`src/rtl/fsk_delay_multiply_uart_demod_top_assert.svh`:
```
// assertion macros used by the demodulator back end
// both expect signals named clk and rst in the module that uses them
`ifndef FSK_DELAY_MULTIPLY_UART_DEMOD_TOP_ASSERT_SVH
`define FSK_DELAY_MULTIPLY_UART_DEMOD_TOP_ASSERT_SVH

// condition holds at every edge out of reset
`define FDMU_ASSERT(lbl, expr, msg) \
  lbl: assert property (@(posedge clk) disable iff (rst) (expr)) else $error(msg);

// condition in one cycle implies another in the next
`define FDMU_ASSERT_NEXT(lbl, pre, post, msg) \
  lbl: assert property (@(posedge clk) disable iff (rst) (pre) |=> (post)) else $error(msg);

`endif

```
`src/rtl/fdmu_pkg.sv`:
```
`timescale 1ns / 1ps
package fdmu_pkg;

  localparam int ADC_W   = 12;
  localparam int SAMP_W  = 13;
  localparam int COEF_W  = 16;
  localparam int PROD_W  = 26;
  localparam int TERM_W  = 42;
  localparam int FILT_W  = 44;
  localparam int SUM_W   = 46;
  localparam int THR_W   = 41;
  localparam int ZC_W    = 4;
  localparam int BYTE_W  = 8;
  localparam int CFG_W   = 41;
  localparam int CFG_IDX_W = 2;
  localparam int Q_DEPTH = 2;

  localparam logic [CFG_IDX_W-1:0] CFG_ADC_OFFSET  = 2'd0;
  localparam logic [CFG_IDX_W-1:0] CFG_THRESHOLD   = 2'd1;
  localparam logic [CFG_IDX_W-1:0] CFG_START_ZEROS = 2'd2;

  localparam logic [ADC_W-1:0]        OFFSET_RST = 12'd2048;
  localparam logic signed [THR_W-1:0] THR_RST    = 41'sd32768;
  localparam logic [ZC_W-1:0]         ZEROS_RST  = 4'd4;

  localparam int COEF_HALF = 10;
  // q15 low-pass taps, outer tap first, center tap last
  localparam logic signed [COEF_W-1:0] COEF_Q15 [COEF_HALF] = '{
    16'sd257, 16'sd614, 16'sd171, -16'sd621, -16'sd1532,
    -16'sd1233, 16'sd973, 16'sd4730, 16'sd8324, 16'sd9814
  };

  typedef logic signed [FILT_W-1:0] filt_t;

  typedef struct packed {
    logic full;
    logic empty;
  } q_stat_t;

  // symmetric tap lookup, taps with no listed value are zero
  function automatic logic signed [COEF_W-1:0] tap_coef(input int unsigned i,
                                                        input int unsigned taps);
    int unsigned m;
    int unsigned k;
    logic signed [COEF_W-1:0] c;
    m = taps - 1 - i;
    k = (i < m) ? i : m;
    c = '0;
    if (k < COEF_HALF) c = COEF_Q15[k[3:0]];
    return c;
  endfunction

endpackage

```
`src/rtl/fsk_delay_multiply_uart_demod_top.sv`:
```
`timescale 1ns / 1ps
// fsk delay-and-multiply demodulator with uart-style framing
// sample channel: one raw 12-bit converter sample per transfer (sample_valid / sample_stall)
// result channel: one received_byte per complete frame (result_valid / result_stall)
// config port: cfg_we with cfg_index 0 adc offset, 1 decision threshold, 2 start zero count
//   write only while no sample is in flight
// sample_stall is high from each accepted sample until its filter output enters the queue,
//   while the shared multiply-accumulate walks the filter taps over the sample history
// the front end hands each filter output to a two-entry queue; the slicer takes one output
//   per cycle while the queue is not empty until its bit window is full, then runs B_SUM and
//   B_DECIDE for a bit decision, and registers received_byte with result_valid on a frame's last bit
// a finished byte waits in the output register while result_stall is high; the front end
//   keeps taking samples until the queue fills, then holds sample_stall
// reset: history reads as zero, slicer idle hunting for start zeros, registers at defaults
module fsk_delay_multiply_uart_demod_top #(
  parameter int DELAY_TAPS      = 5,
  parameter int FILTER_TAPS     = 19,
  parameter int SAMPLES_PER_BIT = 10,
  parameter int FRAME_BITS      = 11
) (
  input  logic                                clk,
  input  logic                                rst,
  input  logic                                sample_valid,
  output logic                                sample_stall,
  input  logic [fdmu_pkg::ADC_W-1:0]          sample,
  output logic                                result_valid,
  input  logic                                result_stall,
  output logic [fdmu_pkg::BYTE_W-1:0]         received_byte,
  input  logic                                cfg_we,
  input  logic [fdmu_pkg::CFG_IDX_W-1:0]      cfg_index,
  input  logic [fdmu_pkg::CFG_W-1:0]          cfg_data
);
  import fdmu_pkg::*;

  logic [ADC_W-1:0]        adc_offset;
  logic signed [THR_W-1:0] decision_threshold;
  logic [ZC_W-1:0]         start_zeros_needed;

  logic    q_push;
  logic    q_pop;
  filt_t   q_din;
  filt_t   q_dout;
  q_stat_t q_stat;

  always_ff @(posedge clk) begin
    if (rst) begin
      adc_offset         <= OFFSET_RST;
      decision_threshold <= THR_RST;
      start_zeros_needed <= ZEROS_RST;
    end else if (cfg_we) begin
      unique case (cfg_index)
        CFG_ADC_OFFSET:  adc_offset         <= cfg_data[ADC_W-1:0];
        CFG_THRESHOLD:   decision_threshold <= $signed(cfg_data[THR_W-1:0]);
        CFG_START_ZEROS: start_zeros_needed <= cfg_data[ZC_W-1:0];
        default: ;
      endcase
    end
  end

  fdmu_front #(
    .DELAY_TAPS  (DELAY_TAPS),
    .FILTER_TAPS (FILTER_TAPS)
  ) u_front (
    .clk          (clk),
    .rst          (rst),
    .sample_valid (sample_valid),
    .sample_stall (sample_stall),
    .sample       (sample),
    .adc_offset   (adc_offset),
    .q_push       (q_push),
    .q_data       (q_din),
    .q_stat       (q_stat)
  );

  fdmu_fifo u_fifo (
    .clk  (clk),
    .rst  (rst),
    .push (q_push),
    .din  (q_din),
    .pop  (q_pop),
    .dout (q_dout),
    .stat (q_stat)
  );

  fdmu_back #(
    .SAMPLES_PER_BIT (SAMPLES_PER_BIT),
    .FRAME_BITS      (FRAME_BITS)
  ) u_back (
    .clk                (clk),
    .rst                (rst),
    .q_stat             (q_stat),
    .q_data             (q_dout),
    .q_pop              (q_pop),
    .decision_threshold (decision_threshold),
    .start_zeros_needed (start_zeros_needed),
    .result_valid       (result_valid),
    .result_stall       (result_stall),
    .received_byte      (received_byte)
  );

endmodule

```
`src/rtl/fdmu_fifo.sv`:
```
`timescale 1ns / 1ps
module fdmu_fifo (
  input  logic            clk,
  input  logic            rst,
  input  logic            push,
  input  fdmu_pkg::filt_t din,
  input  logic            pop,
  output fdmu_pkg::filt_t dout,
  output fdmu_pkg::q_stat_t stat
);
  import fdmu_pkg::*;

  localparam int QP_W = $clog2(Q_DEPTH);

  filt_t             mem [Q_DEPTH];
  logic [QP_W-1:0]   wr_ptr;
  logic [QP_W-1:0]   rd_ptr;
  logic [QP_W:0]     count;

  assign stat.full  = (count == (QP_W+1)'(Q_DEPTH));
  assign stat.empty = (count == '0);
  assign dout       = mem[rd_ptr];

  always_ff @(posedge clk) begin
    if (push && !stat.full) mem[wr_ptr] <= din;
  end

  // depth is a power of two, pointers wrap on their own
  always_ff @(posedge clk) begin
    if (rst) begin
      wr_ptr <= '0;
      rd_ptr <= '0;
      count  <= '0;
    end else begin
      if (push && !stat.full) wr_ptr <= wr_ptr + 1'b1;
      if (pop && !stat.empty) rd_ptr <= rd_ptr + 1'b1;
      case ({push && !stat.full, pop && !stat.empty})
        2'b10:   count <= count + 1'b1;
        2'b01:   count <= count - 1'b1;
        default: count <= count;
      endcase
    end
  end

endmodule

```
`src/rtl/fdmu_front.sv`:
```
`timescale 1ns / 1ps
module fdmu_front #(
  parameter int DELAY_TAPS  = 5,
  parameter int FILTER_TAPS = 19
) (
  input  logic                         clk,
  input  logic                         rst,
  input  logic                         sample_valid,
  output logic                         sample_stall,
  input  logic [fdmu_pkg::ADC_W-1:0]   sample,
  input  logic [fdmu_pkg::ADC_W-1:0]   adc_offset,
  output logic                         q_push,
  output fdmu_pkg::filt_t              q_data,
  input  fdmu_pkg::q_stat_t            q_stat
);
  import fdmu_pkg::*;

  localparam int HIST_LEN = DELAY_TAPS + FILTER_TAPS;
  localparam int PTR_W    = $clog2(HIST_LEN);
  localparam int TAP_W    = $clog2(FILTER_TAPS);

  localparam logic [1:0] F_IDLE  = 2'd0;
  localparam logic [1:0] F_RUN   = 2'd1;
  localparam logic [1:0] F_DRAIN = 2'd2;

  logic [1:0]                state;
  logic signed [SAMP_W-1:0]  hist_mem [HIST_LEN];
  logic [HIST_LEN-1:0]       hist_ok;
  logic [PTR_W-1:0]          wp;
  logic [PTR_W-1:0]          ra;
  logic [PTR_W-1:0]          rb;
  logic [TAP_W-1:0]          tap;
  logic [TAP_W-1:0]          k1;
  logic [TAP_W-1:0]          k2;
  logic                      v1, v2, v3;
  logic                      va, vb;
  logic signed [SAMP_W-1:0]  rd_a, rd_b;
  logic signed [PROD_W-1:0]  prod;
  logic signed [TERM_W-1:0]  term;
  filt_t                     acc;

  logic                      accept;
  logic signed [SAMP_W-1:0]  diff;
  logic signed [SAMP_W-1:0]  a_m, b_m;
  logic [PTR_W-1:0]          wp_inc, ra_inc, rb_inc, rb0;
  logic [PTR_W:0]            rb_sum, rb_wrap;
  logic                      pipe_empty;

  assign sample_stall = (state != F_IDLE);
  assign accept       = sample_valid && (state == F_IDLE);
  assign diff         = $signed({1'b0, sample}) - $signed({1'b0, adc_offset});

  assign wp_inc = (wp == PTR_W'(HIST_LEN - 1)) ? '0 : wp + 1'b1;
  assign ra_inc = (ra == PTR_W'(HIST_LEN - 1)) ? '0 : ra + 1'b1;
  assign rb_inc = (rb == PTR_W'(HIST_LEN - 1)) ? '0 : rb + 1'b1;

  // delayed read starts DELAY_TAPS entries after the oldest one
  assign rb_sum  = (PTR_W+1)'(wp_inc) + (PTR_W+1)'(DELAY_TAPS);
  assign rb_wrap = (rb_sum >= (PTR_W+1)'(HIST_LEN)) ? rb_sum - (PTR_W+1)'(HIST_LEN) : rb_sum;
  assign rb0     = rb_wrap[PTR_W-1:0];

  // entries never written since reset read as zero
  assign a_m = va ? rd_a : '0;
  assign b_m = vb ? rd_b : '0;

  assign pipe_empty = !v1 && !v2 && !v3;
  assign q_push     = (state == F_DRAIN) && pipe_empty && !q_stat.full;
  assign q_data     = acc;

  always_ff @(posedge clk) begin
    if (rst) begin
      state   <= F_IDLE;
      hist_ok <= '0;
      wp      <= '0;
      ra      <= '0;
      rb      <= '0;
      tap     <= '0;
      v1      <= 1'b0;
      v2      <= 1'b0;
      v3      <= 1'b0;
    end else begin
      v1 <= (state == F_RUN);
      v2 <= v1;
      v3 <= v2;
      unique case (state)
        F_IDLE: begin
          if (accept) begin
            hist_ok[wp] <= 1'b1;
            wp          <= wp_inc;
            ra          <= wp_inc;
            rb          <= rb0;
            tap         <= '0;
            state       <= F_RUN;
          end
        end
        F_RUN: begin
          ra  <= ra_inc;
          rb  <= rb_inc;
          tap <= tap + 1'b1;
          if (tap == TAP_W'(FILTER_TAPS - 1)) state <= F_DRAIN;
        end
        F_DRAIN: begin
          if (pipe_empty && !q_stat.full) state <= F_IDLE;
        end
        default: state <= F_IDLE;
      endcase
    end
  end

  // read, delay product, coefficient product, accumulate
  always_ff @(posedge clk) begin
    if (accept) hist_mem[wp] <= diff;
    rd_a <= hist_mem[ra];
    rd_b <= hist_mem[rb];
    va   <= hist_ok[ra];
    vb   <= hist_ok[rb];
    k1   <= tap;
    k2   <= k1;
    prod <= PROD_W'(a_m) * PROD_W'(b_m);
    term <= TERM_W'(tap_coef(32'(k2), FILTER_TAPS)) * TERM_W'(prod);
    if (state == F_IDLE) acc <= '0;
    else if (v3)         acc <= acc + FILT_W'(term);
  end

endmodule

```
`src/rtl/fdmu_back.sv`:
```
`timescale 1ns / 1ps
module fdmu_back #(
  parameter int SAMPLES_PER_BIT = 10,
  parameter int FRAME_BITS      = 11
) (
  input  logic                              clk,
  input  logic                              rst,
  input  fdmu_pkg::q_stat_t                 q_stat,
  input  fdmu_pkg::filt_t                   q_data,
  output logic                              q_pop,
  input  logic signed [fdmu_pkg::THR_W-1:0] decision_threshold,
  input  logic [fdmu_pkg::ZC_W-1:0]         start_zeros_needed,
  output logic                              result_valid,
  input  logic                              result_stall,
  output logic [fdmu_pkg::BYTE_W-1:0]       received_byte
);
  import fdmu_pkg::*;
  `include "fsk_delay_multiply_uart_demod_top_assert.svh"

  localparam int PH_W = $clog2(SAMPLES_PER_BIT);
  localparam int FB_W = $clog2(FRAME_BITS);
  localparam int MID  = SAMPLES_PER_BIT / 2;

  localparam logic [1:0] B_TAKE   = 2'd0;
  localparam logic [1:0] B_SUM    = 2'd1;
  localparam logic [1:0] B_DECIDE = 2'd2;

  logic [1:0]               state;
  filt_t                    fh [SAMPLES_PER_BIT];
  logic [PH_W-1:0]          ph;
  logic                     idle;
  logic [ZC_W-1:0]          zc;
  logic [FRAME_BITS-1:0]    fs;
  logic [FB_W-1:0]          fbc;
  logic signed [SUM_W-1:0]  sum3;

  logic                     bit_one;
  logic                     go;
  logic [ZC_W-1:0]          zc_inc;
  logic                     start;
  logic                     in_frame;
  logic                     last;
  logic                     decide;
  logic                     emit;
  logic [FRAME_BITS-1:0]    fs_new;

  assign q_pop   = (state == B_TAKE) && !q_stat.empty;
  assign bit_one = sum3 < SUM_W'(decision_threshold);
  assign go      = !result_valid || !result_stall;
  assign decide  = (state == B_DECIDE) && go;
  assign zc_inc  = zc + 1'b1;
  // a zero requirement behaves like one since the count is never below zero
  assign start    = idle && !bit_one && (zc_inc >= start_zeros_needed);
  assign in_frame = !idle || start;
  assign last     = in_frame && (fbc == FB_W'(FRAME_BITS - 1));
  assign emit     = decide && last;

  always_comb begin
    fs_new      = fs;
    fs_new[fbc] = bit_one;
  end

  always_ff @(posedge clk) begin
    if (q_pop) fh[ph] <= q_data;
    if (decide && !in_frame) begin
      for (int i = 0; i < SAMPLES_PER_BIT - 1; i++) fh[i] <= fh[i+1];
    end
    if (state == B_SUM)
      sum3 <= SUM_W'(fh[MID-1]) + SUM_W'(fh[MID]) + SUM_W'(fh[MID+1]);
    if (decide && in_frame) fs <= fs_new;
    if (emit) received_byte <= fs_new[BYTE_W:1];
  end

  always_ff @(posedge clk) begin
    if (rst) begin
      state        <= B_TAKE;
      ph           <= '0;
      idle         <= 1'b1;
      zc           <= '0;
      fbc          <= '0;
      result_valid <= 1'b0;
    end else begin
      if (result_valid && !result_stall) result_valid <= 1'b0;
      unique case (state)
        B_TAKE: begin
          if (q_pop) begin
            if (ph == PH_W'(SAMPLES_PER_BIT - 1)) state <= B_SUM;
            else                                  ph    <= ph + 1'b1;
          end
        end
        B_SUM: state <= B_DECIDE;
        B_DECIDE: begin
          if (go) begin
            state <= B_TAKE;
            if (in_frame) begin
              ph <= '0;
              zc <= '0;
              if (last) begin
                fbc          <= '0;
                idle         <= 1'b1;
                result_valid <= 1'b1;
              end else begin
                fbc  <= fbc + 1'b1;
                idle <= 1'b0;
              end
            end else begin
              // no start yet: slide the window one sample
              zc <= bit_one ? '0 : zc_inc;
              ph <= PH_W'(SAMPLES_PER_BIT - 1);
            end
          end
        end
        default: state <= B_TAKE;
      endcase
    end
  end

  `FDMU_ASSERT(a_ph_range, 32'(ph) < SAMPLES_PER_BIT, "phase beyond bit period")
  `FDMU_ASSERT(a_fbc_range, 32'(fbc) < FRAME_BITS, "frame bit count overran")
  `FDMU_ASSERT(a_frame_zc, idle || (zc == '0), "start count not cleared in frame")
  `FDMU_ASSERT_NEXT(a_emit_idle, emit, idle && (fbc == '0) && (ph == '0) && result_valid, "byte emitted without frame reset")

endmodule
```
`config.mk`:
```
export PLATFORM = sky130hd
export DESIGN_NAME = fsk_delay_multiply_uart_demod_top
export DESIGN_NICKNAME = d
export VERILOG_FILES = /design/src/rtl/fdmu_pkg.sv /design/src/rtl/fsk_delay_multiply_uart_demod_top.sv /design/src/rtl/fdmu_fifo.sv /design/src/rtl/fdmu_front.sv /design/src/rtl/fdmu_back.sv
export VERILOG_INCLUDE_DIRS = /design/src /design/src/rtl
export SDC_FILE = /design/constraint.sdc
export NUM_CORES = 2
export LEC_CHECK = 0
export BUFFER_PORTS_ARGS = -buffer_cell sky130_fd_sc_hd__buf_2
export CAP_MARGIN = 10
export CORE_UTILIZATION = 65
export CTS_CLUSTER_SIZE = 10
export DETAILED_ROUTE_END_ITERATION = 16
export PLACE_DENSITY = 0.88
export RECOVER_POWER = 50
export SLEW_MARGIN = 20
export SYNTH_ARGS = -nofsm -noshare
export SYNTH_HDL_FRONTEND = slang
export SYNTH_HIERARCHICAL = 1
export SYNTH_SLANG_ARGS = --single-unit
```
`constraint.sdc`:
```
create_clock -name clk -period 10 [get_ports clk]
set_clock_uncertainty 0.2 [all_clocks]
set_input_delay 1 -clock clk [delete_from_list [all_inputs] [get_ports clk]]
set_output_delay 1 -clock clk [all_outputs]
set_load 0.1 [all_outputs]
```
==> results.md <==
Detailed routing:
- The via total after detailed routing is 46.8k.
- The number of iterations in the first detailed-routing pass is 9.
- The sum of routed wire length over all layers is 177000 um.
- In this run the remaining antenna-violating nets after routing total 0.
- Dividing the detail-routed wire length by the instance count gives 24.5 um.
- The number of vias per cell is 6.47.
- After the first detailed-routing iteration, the DRC count stood at 5279.
- In the routed design, unresolved DRC markers number 0.

Critical path:
- The type of the worst setup path is register to register.
- The internal reg-to-reg setup slack is 510 ps.
- Data on the critical path is required at its endpoint by 10430 ps.
- The largest driver fanout on the critical path is 20.
- The dominant cell type by count on the critical path is fa_1.
- The source of the worst register-to-register timing path is u_front/k2[0]$_DFF_P_.
- The cell count of the worst reg-to-reg path is 30.
- In this run the critical register-to-register path is captured at u_front/term[39]$_DFF_P_.
- The stage delay of the slowest cell on the critical path is 640 ps.
- The critical path startpoint category is a register.
- Among all stages on the critical path, the largest delay is contributed by fa_1.
- The endpoint arrival time on the critical path is 9920 ps.
- STA classifies the critical path endpoint as a register.

Worst hold path:
- The worst hold path belongs to the class register to register.
- Along the worst hold path, the cell count comes to 0.
- The startpoint identified for the worst hold timing path is u_front/tap[4]$_SDFFE_PP0P_.
- For hold timing, the worst endpoint is u_front/k1[4]$_DFF_P_.

CTS:
- The total CTS buffers is 111.
- The H-tree depth is 3.
- The clock reaches the later pin of the worst-skew pair after 740 ps.
- The tree is rooted in a clkbuf_16.
- The number of buffers on the longest clock path is 3.
- The TritonCTS clock tree is done.
- The clock-pin slew on the worst setup and hold paths is 60 ps.
- In this run, post-CTS hold repair placed 0 buffers.
- Clock tree synthesis found a total of 1003 sinks.

Timing:
- Static timing analysis puts the maximum clock frequency at 0.105 GHz.
- The clock period minus worst slack is 9490 ps.
- Across all hold checks on the routed design, the worst slack comes to 188 ps.
- The number of failing setup endpoints in the final timing report is 0.
- The hold violation count in the final report is 0.
- The transition time of the tightest slew-check pin is 4310 ps.
- The relative slew slack is -187%.
- For the final routed database, the setup TNS stands at 0 ps.
- The share of the clock period used by the worst path after layout is 94.9%.
- The final-report max-slew violation count came to 805.

Power and ir drop:
- The worst voltage drop across the vdd grid is 0.212 mV.
- The analysis attributes to cell leakage a power of 0.0301 uW.
- In this run the power density over the cells is 143 nW/um^2.
- The design draws 10500 uW.

Floorplan:
- The die width is 327 um.
- The total die area is 107000 sq um.
- The number of placement rows is 118.
- The I/O pin total is 70.
- The initial utilization of the core area, before any placement, comes to 66.0%.
- The vertical die dimension is 327 um.
- In this run the standard cell core region covers 104000 sq um.

Global route:
- The number of global-route vias before repair came to 49.3k.
- The total global routing overflow is 0.
- Across every metal layer, demand over resource in global routing totals 33.1%.
- Entering global routing, the biggest net connects 100 pins.
- The first global-routing pass estimated 274000 um of wire.
- The number of antenna violations at the first check in global routing is 7.

Yosys:
- The number of enable-type register cells in the synthesized netlist is 726.
- After synthesis, the netlist uses 89 different library cells.
- The total nets after synthesis is 6781.
- The share of the synthesized area in the top cell type is 31.7%.
- The post-synth design cell area is 68800 sq um.
- The largest total area in the synthesized netlist belongs to edfxtp_1.
- The fraction of the yosys area taken by sequential cells is 39.7%.
- The Yosys step of the flow raised 6 warnings.
- Counting instances in the post-synthesis netlist gives the leading cell types as 763 x inv_1, 726 x edfxtp_1, 607 x fa_1.
- Synthesis inferred 1003 register bits.
- In the synthesized netlist the async set-or-reset flop fraction comes to 0%.
- inv_1 is the most common cell in the netlist.
- Yosys attributes the largest share of cell area to edfxtp_1 32%, fa_1 18%, dfxtp_1 8.1%.
- A synthesized cell averages 11.9 sq um.
- The cell count after synthesis came out at 5766.
- The dominant register cell in the synthesized netlist is edfxtp_1.

Placement:
- The weighted congestion reported at the end of routability-driven placement is 0.946.
- The detailed placer's ending HPWL is 114000 um.
- The number of buffers inserted by port buffering is 69.
- The count of placed standard cells including taps is 7024.

Layout:
- The number of nets in the layout is 6774.
- The number of non-filler instances in the completed layout is 7235.
- The share of the core filled with cells is 70.5%.
- The layout has 6552 filler cells.
- Relative to the synthesized area, the layout overhead comes to 6.86%.
- Cells with a size suffix above 1 make up 10.3% of the layout.

Job:
- The max-cap violation count is 30.

Status:
- The run finished, with violations left.
- The checks that failed: max-capacitance violations, max-slew violations.
[layout by cell type, fill, tap and decap left out, drive strengths merged, types with 14 or more instances in the layout]
| cell | count |
|---|---|
| xor2 | 57 |
| o21ai | 111 |
| nor3 | 46 |
| nand2 | 497 |
| and2 | 165 |
| edfxtp | 726 |
| dfxtp | 277 |
| nand3b | 14 |
| mux4 | 196 |
| nand2b | 115 |
| buf | 95 |
| ha | 348 |
| o21a | 25 |
| mux2 | 277 |
| and3 | 41 |
| inv | 770 |
| clkbuf | 221 |
| a31oi | 26 |
| nand3 | 57 |
| xnor2 | 114 |
| or3 | 19 |
| fa | 607 |
| nand4 | 27 |
| nor2 | 352 |
| mux2i | 114 |
| o21bai | 27 |
| a21o | 73 |
| a211oi | 34 |
| nor2b | 29 |
| a21oi | 229 |
[cell families (layout without fill, tap and decap cells)]
| logic type | after synthesis | count (layout) | share of synthesized area [%] |
|---|---|---|---|
| and+or+nand+nor | 1404 | 1404 | 9.65 |
| other | 0 | 1 | 0 |
| adders and majority gates | 955 | 955 | 24.0 |
| DFF | 1003 | 1003 | 39.7 |
| xor gates and xnor gates | 171 | 171 | 2.19 |
| muxes | 587 | 587 | 12.6 |
| AOI/OAI and AO/OA | 642 | 642 | 6.03 |
| buffers and inverters | 1004 | 1092 | 5.77 |
[how the worst max path moves through the flow]
stage | from | endpoint | depth (start not counted)
6_report | u_front/k2[0]$_DFF_P_ | u_front/term[39]$_DFF_P_ | 30
5_1_grt | u_front/k2[0]$_DFF_P_ | u_front/term[34]$_DFF_P_ | 33
4_1_cts | u_front/k2[0]$_DFF_P_ | u_front/term[34]$_DFF_P_ | 30
3_5_place_dp | u_front/k2[0]$_DFF_P_ | u_front/term[34]$_DFF_P_ | 30
3_3_place_gp | u_front/k2[0]$_DFF_P_ | u_front/term[34]$_DFF_P_ | 29
2_1_floorplan | u_front/k2[0]$_DFF_P_ | u_front/term[34]$_DFF_P_ | 34
[flip-flops by register name, indices dropped and copies added, names as in the netlist, 5 cells and up, named ones only]
register and count:
u_front/rd_a 13, u_front/rb 5, u_front/k2 5, u_back/fh 264
u_front/prod 26, u_front/hist_ok 24, u_front/term 42, u_fifo/mem 88
decision_threshold 41, u_back/received_byte 8, u_front/tap 5, u_front/q_data 44
u_front/wp 5, u_front/ra 5, u_front/rd_b 13, adc_offset 12
u_front/hist_mem 312, u_back/sum3 46, u_front/k1 5, u_back/fs 8
[cell type report]
class                           count  area [sq um]  area share, %
Multi-Input combinational cell   3759         37600           51.1
Sequential cell                  1003         27400           37.2
Clock buffer                      198          3100           4.22
Inverter                          766          2880           3.91
Tap cell                         1380          1730           2.35
Timing Repair Buffer              118           656          0.892
Clock inverter                     10           209          0.284
Antenna cell                        1          2.50        0.00340
[critical path: cells and delay by family (launching register included)]
kind            cells  cell delay [ps]
fa+ha+maj           9             4060
simple gates        8             2190
compound gates      7             1400
flops               1              580
buf+inv             4              490
mux                 1              380
xor+xnor            1              130
[power breakdown]
group / switching, uW / internal (uW) / total [uW]
Sequential: 198 / 4590 / 4780
Clock: 1730 / 2130 / 3860
Combinational: 1110 / 723 / 1840
Total: 3040 / 7440 / 10500
[metrics by stage]
| step | setup WS, ps | instance area, sq um |
|---|---|---|
| global route | -14.4 | 73500 |
| CTS | 254 | 73600 |
| finish | 509 | 73500 |
| detailed placement | 248 | 70300 |
| global placement | 537 | 70300 |
| floorplan | 1430 | 68800 |
[timing repair]
item                       in CTS  in global routing
resized for setup               0                  6
setup endpoints to repair       0                  7
buffers inserted                0                  1
[metal layers]
layer  GRT usage (%)  wire length [um]
met5           0.133                85
met4            17.9             11700
met3            8.23             18800
met2            55.6             86400
met1            39.4             60400
Note: power is estimated with default switching activity, not from simulation.
